[src/sed_pkg.sv]
// ----------------------------------------------------------------------------
// sed_pkg
// Shared types, codes and character helpers for the string escape decoder.
// ----------------------------------------------------------------------------
package sed_pkg;

	localparam logic [7:0] ESC_CODE = 8'h1b;
	localparam logic [4:0] HEX_NONE = 5'd16;

	localparam logic [7:0] CH_BACKSLASH = 8'h5c;
	localparam logic [7:0] CH_QUOTE     = 8'h22;
	localparam logic [7:0] CH_NEWLINE   = 8'h0a;
	localparam logic [7:0] CH_SPACE     = 8'h20;
	localparam logic [7:0] CH_X         = 8'h78;

	typedef enum logic [2:0] {
		MODE_IDLE = 3'd0,
		MODE_BODY = 3'd1,
		MODE_ESC  = 3'd2,
		MODE_HEX1 = 3'd3,
		MODE_HEX2 = 3'd4
	} mode_t;

	typedef enum logic [2:0] {
		KIND_BYTE    = 3'd0,
		KIND_END     = 3'd1,
		KIND_NEWLINE = 3'd2,
		KIND_BADHEX  = 3'd3,
		KIND_EOI     = 3'd4
	} kind_t;

	typedef struct packed {
		logic [7:0] ch;
		logic       eom;
	} in_word_t;

	typedef struct packed {
		logic       has;
		logic [7:0] data;
		kind_t      kind;
	} dec_res_t;

	function automatic logic is_space(input logic [7:0] c);
		logic r;
		r = (c == CH_SPACE) || (c inside {[8'h09:8'h0d]});
		return r;
	endfunction

	// Returns HEX_NONE when the character is not a hex digit.
	function automatic logic [4:0] hex_value(input logic [7:0] c);
		logic [4:0] v;
		if (c inside {[8'h30:8'h39]}) begin
			v = 5'(c - 8'h30);
		end else if (c inside {[8'h41:8'h46]}) begin
			v = 5'(c - 8'h41 + 8'd10);
		end else if (c inside {[8'h61:8'h66]}) begin
			v = 5'(c - 8'h61 + 8'd10);
		end else begin
			v = HEX_NONE;
		end
		return v;
	endfunction

	function automatic logic [7:0] escape_map(input logic [7:0] c);
		logic [7:0] r;
		case (c)
			8'h61:   r = 8'h07;
			8'h62:   r = 8'h08;
			8'h66:   r = 8'h0c;
			8'h6e:   r = 8'h0a;
			8'h72:   r = 8'h0d;
			8'h74:   r = 8'h09;
			8'h76:   r = 8'h0b;
			8'h65:   r = ESC_CODE;
			default: r = c;
		endcase
		return r;
	endfunction

endpackage

[src/sed_in_reg.sv]
// ----------------------------------------------------------------------------
// sed_in_reg
// Input register stage that captures one character word per cycle while it is empty or its word moves on.
// ----------------------------------------------------------------------------
module sed_in_reg (
	input  logic            clk,
	input  logic            arst_n,
	input  logic            in_valid,
	output logic            in_ready,
	input  logic [7:0]      char_in,
	input  logic            end_mark,
	input  logic            adv,
	output logic            valid_s1,
	output sed_pkg::in_word_t word_s1
);
	import sed_pkg::*;

	logic valid_q;

	assign in_ready = !valid_q || adv;
	assign valid_s1 = valid_q;

	always_ff @(posedge clk or negedge arst_n) begin
		if (!arst_n) begin
			valid_q <= 1'b0;
		end else if (in_ready) begin
			valid_q <= in_valid;
		end
	end

	always_ff @(posedge clk) begin
		if (in_valid && in_ready) begin
			word_s1.ch  <= char_in;
			word_s1.eom <= end_mark;
		end
	end

endmodule

[src/sed_decode.sv]
// ----------------------------------------------------------------------------
// sed_decode
// Decoding state machine that turns one character word into at most one result.
// ----------------------------------------------------------------------------
module sed_decode (
	input  logic               clk,
	input  logic               arst_n,
	input  logic               take,
	input  sed_pkg::in_word_t  word,
	output sed_pkg::dec_res_t  res
);
	import sed_pkg::*;

	mode_t      mode_q, mode_d;
	logic [3:0] hex_q, hex_d;
	logic [4:0] hv;

	assign hv = hex_value(word.ch);

	always_comb begin
		mode_d = mode_q;
		hex_d  = hex_q;
		case (mode_q)
			MODE_BODY: begin
				if (word.eom) begin
					mode_d = MODE_IDLE;
				end else if (word.ch == CH_BACKSLASH) begin
					mode_d = MODE_ESC;
				end else if (word.ch == CH_QUOTE || word.ch == CH_NEWLINE) begin
					mode_d = MODE_IDLE;
				end
			end
			MODE_ESC: begin
				if (word.eom) begin
					mode_d = MODE_IDLE;
				end else if (word.ch == CH_X) begin
					mode_d = MODE_HEX1;
				end else begin
					mode_d = MODE_BODY;
				end
			end
			MODE_HEX1: begin
				if (word.eom || hv[4]) begin
					mode_d = MODE_IDLE;
				end else begin
					mode_d = MODE_HEX2;
					hex_d  = hv[3:0];
				end
			end
			MODE_HEX2: begin
				if (word.eom || hv[4]) begin
					mode_d = MODE_IDLE;
				end else begin
					mode_d = MODE_BODY;
				end
			end
			default: begin
				if (word.eom || is_space(word.ch)) begin
					mode_d = MODE_IDLE;
				end else begin
					mode_d = MODE_BODY;
				end
			end
		endcase
	end

	always_comb begin
		res.has  = 1'b0;
		res.data = 8'h00;
		res.kind = KIND_BYTE;
		case (mode_q)
			MODE_BODY: begin
				if (word.eom) begin
					res.has  = 1'b1;
					res.kind = KIND_EOI;
				end else if (word.ch == CH_QUOTE) begin
					res.has  = 1'b1;
					res.kind = KIND_END;
				end else if (word.ch == CH_NEWLINE) begin
					res.has  = 1'b1;
					res.kind = KIND_NEWLINE;
				end else if (word.ch != CH_BACKSLASH) begin
					res.has  = 1'b1;
					res.data = word.ch;
				end
			end
			MODE_ESC: begin
				if (word.eom) begin
					res.has  = 1'b1;
					res.kind = KIND_EOI;
				end else if (word.ch != CH_X) begin
					res.has  = 1'b1;
					res.data = escape_map(word.ch);
				end
			end
			MODE_HEX1: begin
				if (word.eom) begin
					res.has  = 1'b1;
					res.kind = KIND_EOI;
				end else if (hv[4]) begin
					res.has  = 1'b1;
					res.kind = KIND_BADHEX;
				end
			end
			MODE_HEX2: begin
				res.has = 1'b1;
				if (word.eom) begin
					res.kind = KIND_EOI;
				end else if (hv[4]) begin
					res.kind = KIND_BADHEX;
				end else begin
					res.data = {hex_q, hv[3:0]};
				end
			end
			default: begin
				res.has = 1'b0;
			end
		endcase
	end

	always_ff @(posedge clk or negedge arst_n) begin
		if (!arst_n) begin
			mode_q <= MODE_IDLE;
			hex_q  <= 4'h0;
		end else if (take) begin
			mode_q <= mode_d;
			hex_q  <= hex_d;
		end
	end

endmodule

[src/sed_out_reg.sv]
// ----------------------------------------------------------------------------
// sed_out_reg
// Result register that holds one decoded word until the consumer takes it.
// ----------------------------------------------------------------------------
module sed_out_reg (
	input  logic              clk,
	input  logic              arst_n,
	input  logic              load,
	input  sed_pkg::dec_res_t res,
	output logic              can_take,
	output logic              out_valid,
	input  logic              out_ready,
	output logic [7:0]        byte_out,
	output logic [2:0]        kind
);
	import sed_pkg::*;

	logic       valid_q;
	logic [7:0] data_q;
	kind_t      kind_q;

	assign can_take  = !valid_q || out_ready;
	assign out_valid = valid_q;
	assign byte_out  = data_q;
	assign kind      = kind_q;

	always_ff @(posedge clk or negedge arst_n) begin
		if (!arst_n) begin
			valid_q <= 1'b0;
		end else if (can_take) begin
			valid_q <= load && res.has;
		end
	end

	always_ff @(posedge clk) begin
		if (can_take && load && res.has) begin
			data_q <= res.data;
			kind_q <= res.kind;
		end
	end

endmodule

[src/string_escape_decoder_top.sv]
// ----------------------------------------------------------------------------
// string_escape_decoder_top
// Decodes a quoted C-style string literal, one raw character word per cycle while the output keeps up.
// ----------------------------------------------------------------------------
//   Channel  Handshake             Word
//   input    in_valid / in_ready   char_in, end_mark
//   output   out_valid / out_ready byte_out, kind
//
// One input word is accepted every cycle while the output side keeps up.
// An accepted word is held in the input register and is decoded into the
// result register when that register can take it; the result is then offered
// from the result register. The decoding state advances only when the result
// register can take the outcome. A stalled output holds both stages, and
// arst_n returns the decoder to the idle mode with both stages empty.
// ----------------------------------------------------------------------------
module string_escape_decoder_top (
	input  logic       clk,
	input  logic       arst_n,
	input  logic       in_valid,
	output logic       in_ready,
	input  logic [7:0] char_in,
	input  logic       end_mark,
	output logic       out_valid,
	input  logic       out_ready,
	output logic [7:0] byte_out,
	output logic [2:0] kind
);
	import sed_pkg::*;

	logic      valid_s1;
	in_word_t  word_s1;
	dec_res_t  res;
	logic      can_take;
	logic      take;

	assign take = valid_s1 && can_take;

	sed_in_reg u_in (
		.clk      (clk),
		.arst_n   (arst_n),
		.in_valid (in_valid),
		.in_ready (in_ready),
		.char_in  (char_in),
		.end_mark (end_mark),
		.adv      (can_take),
		.valid_s1 (valid_s1),
		.word_s1  (word_s1)
	);

	sed_decode u_dec (
		.clk    (clk),
		.arst_n (arst_n),
		.take   (take),
		.word   (word_s1),
		.res    (res)
	);

	sed_out_reg u_out (
		.clk       (clk),
		.arst_n    (arst_n),
		.load      (valid_s1),
		.res       (res),
		.can_take  (can_take),
		.out_valid (out_valid),
		.out_ready (out_ready),
		.byte_out  (byte_out),
		.kind      (kind)
	);

endmodule

[config.mk]
export PLATFORM = sky130hd
export DESIGN_NAME = string_escape_decoder_top
export DESIGN_NICKNAME = d
export VERILOG_FILES = /design/src/sed_pkg.sv /design/src/sed_in_reg.sv /design/src/sed_decode.sv /design/src/sed_out_reg.sv /design/src/string_escape_decoder_top.sv
export SDC_FILE = /design/constraint.sdc
export NUM_CORES = 1
export LEC_CHECK = 0
export BUFFER_PORTS_ARGS = -buffer_cell sky130_fd_sc_hd__buf_2
export CAP_MARGIN = 20
export CORE_UTILIZATION = 63
export CTS_BUF_LIST = sky130_fd_sc_hd__clkbuf_16
export CTS_CLUSTER_SIZE = 10
export DETAILED_ROUTE_END_ITERATION = 8
export PLACE_DENSITY = 0.94
export SYNTH_ARGS = -nofsm -noshare
export SYNTH_HDL_FRONTEND = slang
export SYNTH_SLANG_ARGS = --single-unit
[constraint.sdc]
create_clock -name clk -period 4.59 [get_ports clk]
set_input_delay 0.918 -clock clk [delete_from_list [all_inputs] [get_ports clk]]
set_output_delay 0.918 -clock clk [all_outputs]
set_load 0.01 [all_outputs]
---- After elaboration in Yosys (flattened, before gate mapping) ----
Cells that the tools add are included.
cells by class
  muxes and demuxes ....................... 36
  reductions and logical operators ........ 19
  equality and inequality tests ........... 20
  $lt $le $gt $ge ......................... 8
  bitwise operators ....................... 1
  $add $sub $neg .......................... 5
operator list
  operator                                                           number
  equality test 8 x 7 -> 1 bit, second input constant                10
  case mux 8 bit (8 select lines)                                    1
  two-way mux 8 bit                                                  6
  two-way mux 3 bit                                                  9
  case mux 8 bit (3 select lines)                                    1
  two-way mux 9 bit                                                  2
  equality test 8 x 6 -> 1 bit, second input constant                2
  greater-or-equal comparator 8 x 7 -> 1 bit, second input constant  2
  less-or-equal comparator 8 x 7 -> 1 bit, second input constant     2
  != test 8 x 7 -> 1 bit, second input constant                      2
  two-way mux 5 bit                                                  3
  case mux 3 bit (4 select lines)                                    1
  adder 5 x 4 -> 5 bit, second input constant                        2
  subtractor 5 x 1 -> 5 bit, second input constant                   2
  case mux 3 bit (3 select lines)                                    1
  equality test 8 x 4 -> 1 bit, second input constant                1
  greater-or-equal comparator 8 x 4 -> 1 bit, second input constant  1
  greater-or-equal comparator 8 x 6 -> 1 bit, second input constant  1
  less-or-equal comparator 8 x 4 -> 1 bit, second input constant     1
  less-or-equal comparator 8 x 6 -> 1 bit, second input constant     1
  logical AND 1 bit                                                  8
  two-way mux 1 bit                                                  8
  equality test 3 x 2 -> 1 bit, second input constant                2
  logical OR 1 bit                                                   6
  11 further kinds                                                   14
storage, ports and cells
  input port bits ......................... 13
  word-level logic and storage cells ...... 97
  register bits ........................... 29
  output and inout port bits .............. 13

---- Logic depth before layout (Yosys ltp) ----
  depth in word-level cells ............... 9
  mapped depth ............................ 8
  mapped depth without buffers ............ 8

---- By module ----
A second synthesis with hierarchy kept.
unflattened totals
  cells, all modules ...................... 173
  area total of the unflattened synthesis .. 1801.7 sq um
modules (own cells, without submodules)
  module                     seq. area each (sq um)  area an instance (sq um)  cells each  instances
  sed_decode                 175.2                   1081.0                    143         1
  sed_out_reg                355.3                   390.4                     16          1
  sed_in_reg                 295.3                   324.1                     13          1
  string_escape_decoder_top  0.0                     6.3                       1           1

---- Worst setup path before layout ----
Ideal clock, no wire load.
  path type ............................... flip-flop to flip-flop
  start point ............................. reg u_in.word_s1[2] (netlist name)
  end point ............................... reg u_out.data_q[0] (netlist: u_out.byte_out[0]), enable pin
  library setup time ...................... 378 ps
  cell stages (with the launch flop) ...... 9
  slack ................................... 2023 ps
  clock period less this slack ............ 2567 ps
  required time ........................... 4212 ps
  path buffers ............................ 0
  arrival time ............................ 2189 ps
  path through ............................ edfxtp_1 inv_1 ha_1 or3b_4 nand4_1 nand3_4 o21bai_4 a31oi_1 nor2_1
between the ends
  word-level cells in the longest chain between the ends .. 9
  elaborated cells between the ends (all ways) .. 31
  classes of those cells .................. 5 x add/sub; 6 x order compare; 4 x eq/ne; 12 x mux; 4 x reduce/logical
ends and longest elaborated chain
  what                                                       RTL line                                     RTL
  subtractor 5 x 1 -> 5 bit, or another cell as far along    sed_pkg.sv:55, sed_pkg.sv:57
  adder 5 x 4 -> 5 bit or logical AND 1 bit (tied branches)  sed_pkg.sv:55, sed_pkg.sv:57, sed_pkg.sv:56
  two-way mux 5 bit                                          sed_pkg.sv:56                                end else if (c inside {[8'h61:8'h66]}) begin
  two-way mux 5 bit                                          sed_pkg.sv:54                                end else if (c inside {[8'h41:8'h46]}) begin
  two-way mux 5 bit                                          sed_pkg.sv:52                                if (c inside {[8'h30:8'h39]}) begin
  two-way mux 1 bit                                          sed_decode.sv:100                            end else if (hv[4]) begin
  two-way mux 1 bit                                          sed_decode.sv:97                             if (word.eom) begin
  case mux 1 bit (4 select lines) (*)                        sed_decode.sv:71                             case (mode_q)
  logical AND 1 bit (*)                                      sed_out_reg.sv:36                            if (can_take && load && res.has) begin
  to (signal assigned)                                       sed_out_reg.sv:37                            data_q <= res.data;
  to (decl)                                                  sed_out_reg.sv:19                            logic [7:0] data_q;
Mark *: on every way between the ends. The rest lies on a longest branch, timed or not.
A chain may end at the register's enable or synchronous reset.

---- Worst setup path in the final report ----
  start point ............................. reg u_in.word_s1[2] (netlist name)
  end point ............................... reg u_out.data_q[1] (netlist: u_out.byte_out[1]), enable pin
between the ends
  word-level cells in the longest chain between the ends .. 9
  elaborated cells between the ends (all ways) .. 31
  classes of those cells .................. 5 x add/sub; 6 x order compare; 4 x eq/ne; 12 x mux; 4 x reduce/logical
ends and longest elaborated chain
  what                                                       RTL line
  subtractor 5 x 1 -> 5 bit, or another cell as far along    sed_pkg.sv:55, sed_pkg.sv:57
  adder 5 x 4 -> 5 bit or logical AND 1 bit (tied branches)  sed_pkg.sv:55, sed_pkg.sv:57, sed_pkg.sv:56
  two-way mux 5 bit                                          sed_pkg.sv:56
  two-way mux 5 bit                                          sed_pkg.sv:54
  two-way mux 5 bit                                          sed_pkg.sv:52
  two-way mux 1 bit                                          sed_decode.sv:100
  two-way mux 1 bit                                          sed_decode.sv:97
  case mux 1 bit (4 select lines) (*)                        sed_decode.sv:71
  logical AND 1 bit (*)                                      sed_out_reg.sv:36
Marks and branches as above.

==> flow_summary_export.csv <==
group,metric,value,unit
run_status,outcome,"completed",
cells_and_area,finish.net_count,245,
die,floorplan.initialDensity,0.6798,
setup_path,slowest_delay,0.66,ns
clock_tree,clock_sinks,29,
clock_tree,cts.clk_slew.worst_paths,0.05,ns
routing,detailedRoute.firstIterationViolations,140,
pwr,finalPower,1.056,mW
setup_path,r2r-start,"u_in.word_s1[2]$_DFFE_PP_",
die,design.die.area,3584,sq um
routing,route.detailed.vias_per_inst,6.842,
timing,slew_viol_final,0,
clock_tree,max_clock_buf_depth,2,
placed_design,dpl_worst_slack,1.727,ns
setup_path,critical-path-slowest-cell,"nor2_1",
routing,drc_markers,0,
setup_path,launch_point_of_the_worst_path,"u_in.word_s1[2]$_DFFE_PP_",
setup_path,required_time_worst_endpoint,4.49,ns
pwr,switching_power,0.3059,mW
pwr,power_leakage,0.9678,nW
pwr,max_rail_drop_vdd,0.0003120,V
cells_and_area,mostFrequentLayoutCell,"buf_2",
synth,asyncSetResetFlopFracSynth,0.3103,
pwr,power.share.switching,0.2898,
global_routing,all_layer_global_routing_usage,0.3007,
cells_and_area,area_growth_syn_to_layout,13.40,%
clock_tree,tritoncts,"yes",
setup_path,crit-reg2reg-capture,"u_out.byte_out[1]$_DFFE_PP_",
pwr,pwr_density_cell,441.3,nW/um^2
setup_path,worst-setup-path-type,"register to register",
synth,yosys_most_used_dff,"edfxtp_1",
routing,wl_per_cell,18.45,um
synth,synth.ff_latch_count,29,
pwr,combPwrFrac,0.238,
setup_path,timing.reg2reg.worst_path_depth,8,
timing,finalWorstPathRequiredPeriod,2.940,ns
setup_path,worst_setup_path_start_kind,"register",
timing,post-route-period-util,0.6405,
clock_tree,cts.root.buffer_cell,"clkbuf_16",
setup_path,worstPathCellList,"inv_1 > ha_1 > or3b_4 > nand4_1 > nand3_4 > o21bai_4 > a31oi_1 > nor2_1",
pwr,power.clock.fraction,0.395,
cells_and_area,drive_gt1_frac,0.2675,
setup_path,critical_path_cell_count,8,
timing,setup-violations-final,0,
setup_path,critPathBufInv,1,
routing,ant_nets,0,
cells_and_area,commonest_cells_after_routing_fill_and_taps_aside,"buf_2, edfxtp_1, nor2_1, nand2_1, a21oi_1",
timing,final.setup_skew,0.003510,ns
clock_tree,postCtsResizedCells,0,
setup_path,worst_path_dominant_cell_family,"simple AND/OR/NAND/NOR gates",
global_routing,grt_pass1_wl,7679,um
synth,synth-seq-area-share,0.3915,
placed_design,dpl.hpwl,3380,um
pwr,internal-power,0.7498,mW
synth,syn_inst,207,
die,die_x,59.87,um
timing,timing_hold_violations_final,0,
synth,postSynthAreaPerCell,10.19,sq um
setup_path,critical_path_peak_fanout,11,
cells_and_area,antennaDiodeCount,0,
timing,timing.final.ws_setup,1.650,ns
synth,mappedNetlistNets,225,
placed_design,routabilityCongestion,1.008,
timing,grt_setup_unrepaired,"false",
synth,mappedNetlistArea,2110,sq um
die,die_h,59.87,um
clock_tree,cts_inserted_buffers,5,
flow_run,drv_cap,0,
setup_path,worst_endpoint_data_arrival_time,2.84,ns
setup_path,endpoint,"u_out.byte_out[1]$_DFFE_PP_",
routing,finalWirelength,5018,um
timing,worst_slew_margin_rel,0.4455,
synth,synth_enable_flop_cells,20,
pwr,sequential_group_share_of_total_power,0.366,
global_routing,initial_antenna_violation_count,0,
setup_path,worst-r2r-setup-slack,1.65,ns
setup_path,critPathCaptureType,"register",
clock_tree,cts.hold.buffers_added,0,
global_routing,grt_start_max_net_pins,25,
global_routing,grt_remaining_overflow,0,
clock_tree,postCtsSetupRepairBufs,0,
routing,vias,1861,
cells_and_area,utilization,0.7710,
synth,ys_types,69,
timing,max_slew.worst_pin.slew,0.8287,ns
die,core_area,3103,sq um
die,std_cell_rows,20,
clock_tree,clock_tree.htree_level_count,2,
timing,timing.setup.tns,0,ns
global_routing,grt_pass1_vias,1662,
routing,detail_route.first_pass.iterations,6,
hold_path,kind_of_path_behind_the_tightest_hold_check,"input pin to async pin",
placed_design,placement.io_buffers,25,
synth,yosys_warnings,0,
timing,fmaxAchievable,340.1,MHz
die,floorplan.io_pins,26,
cells_and_area,finalInstanceArea,2392,sq um
clock_tree,worst_skew_pair_latency,0.27,ns
placed_design,placed_area,2202,sq um
-- stage by stage --
step | instances | hold WS, ns
global placement | 264 | 0.5111
global route | 272 | 0.4940
floorplan | 207 | 0.4823
CTS | 272 | 0.4899
finish | 272 | 0.4845
detailed placement | 264 | 0.5015
-- power groups by stage --
stage          clock network (mW)  logic (mW)  registers (mW)
6_report                    0.417       0.252           0.387
5_1_grt                     0.431       0.271           0.392
4_1_cts                     0.418       0.247           0.385
3_5_place_dp                    0       0.243           0.388
3_3_place_gp                    0       0.236           0.385
2_1_floorplan                   0       0.180           0.384
-- worst min-delay path by stage --
stage	startpoint	endpoint	slack (ns)	cells past startpoint
finish	arst_n	u_dec.mode_q[0]$_DFFE_PN0P_	0.48	1
CTS	arst_n	u_in.valid_s1$_DFFE_PN0N_	0.49	1
floorplan	u_dec.hex_q[1]$_DFFE_PN0P_	u_dec.hex_q[1]$_DFFE_PN0P_	0.48	1
global route	arst_n	u_dec.mode_q[0]$_DFFE_PN0P_	0.49	1
global placement	u_dec.hex_q[3]$_DFFE_PN0P_	u_dec.hex_q[3]$_DFFE_PN0P_	0.51	1
detailed placement	u_dec.hex_q[2]$_DFFE_PN0P_	u_dec.hex_q[2]$_DFFE_PN0P_	0.50	1
-- cells in the mapped netlist (2+ instances only) --
master    instances  area share
nand3_1           9       0.021
ha_1              5       0.030
nor2b_1           3      0.0089
a22o_1            3       0.012
a21o_1            2      0.0071
or4_1             3       0.011
o41ai_1           2      0.0083
nand2_1          17       0.030
buf_4             2      0.0071
nor3_1            4      0.0095
nor2_4            2       0.011
o21ai_0           6       0.014
nor4_1            2      0.0059
nand3b_1          2      0.0071
a21oi_1          11       0.026
xnor2_1           3       0.012
and2_1            2      0.0059
o21ai_1           4      0.0095
a31oi_1           6       0.018
edfxtp_1         20        0.28
xor2_1            2      0.0083
nor2_2            2      0.0059
clkbuf_1          2      0.0036
buf_2             4      0.0095
inv_1             6       0.011
mux2_4            4       0.028
dfrtp_1           9        0.11
a31o_2            2      0.0083
nor2_1           17       0.030
buf_6             4       0.021
o22ai_1           2      0.0059
and3_1            2      0.0059
or3_1             2      0.0059
nand2b_1          6       0.018
-- metal layers --
metal | vias up | wire [um] | global-route usage | part of all wire
li1 | 823 | - | - | -
met1 | 868 | 1869 | 0.3407 | 0.37
met2 | 126 | 2337 | 0.4952 | 0.47
met3 | 44 | 499 | 0.08442 | 0.099
met4 | 0 | 312 | 0.1927 | 0.062
met5 | - | 0 | 0 | 0
-- kinds of logic (layout without fill, tap and decap cells) --
group	count (synthesis)	count (layout)	share of synthesized area
adders and majority gates	5	5	0.02966
buffers and inverters	19	40	0.05516
xor gates and xnor gates	5	5	0.02076
and+or+nand+nor	87	87	0.2616
AOI/OAI and AO/OA	58	58	0.2129
muxes	4	4	0.02847
DFF	29	29	0.3915
-- state kept, by name (all words and copies together) (netlist names) --
register,flops
u_out.byte_out,8
u_out.kind,3
u_dec.hex_q,4
u_out.out_valid,1
u_in.word_s1,9
u_in.valid_s1,1
u_dec.mode_q,3
-- area by class of cell --
type,instances,area (sq um)
clock buffer,5,125.1
clock inverter,3,65.06
fill,212,710.7
inverter,7,28.78
multi-input combinational,159,1167
sequential,29,825.8
tap,44,55.05
timing repair buffer,25,125.1
No activity file was read; power rests on OpenSTA's default activity.
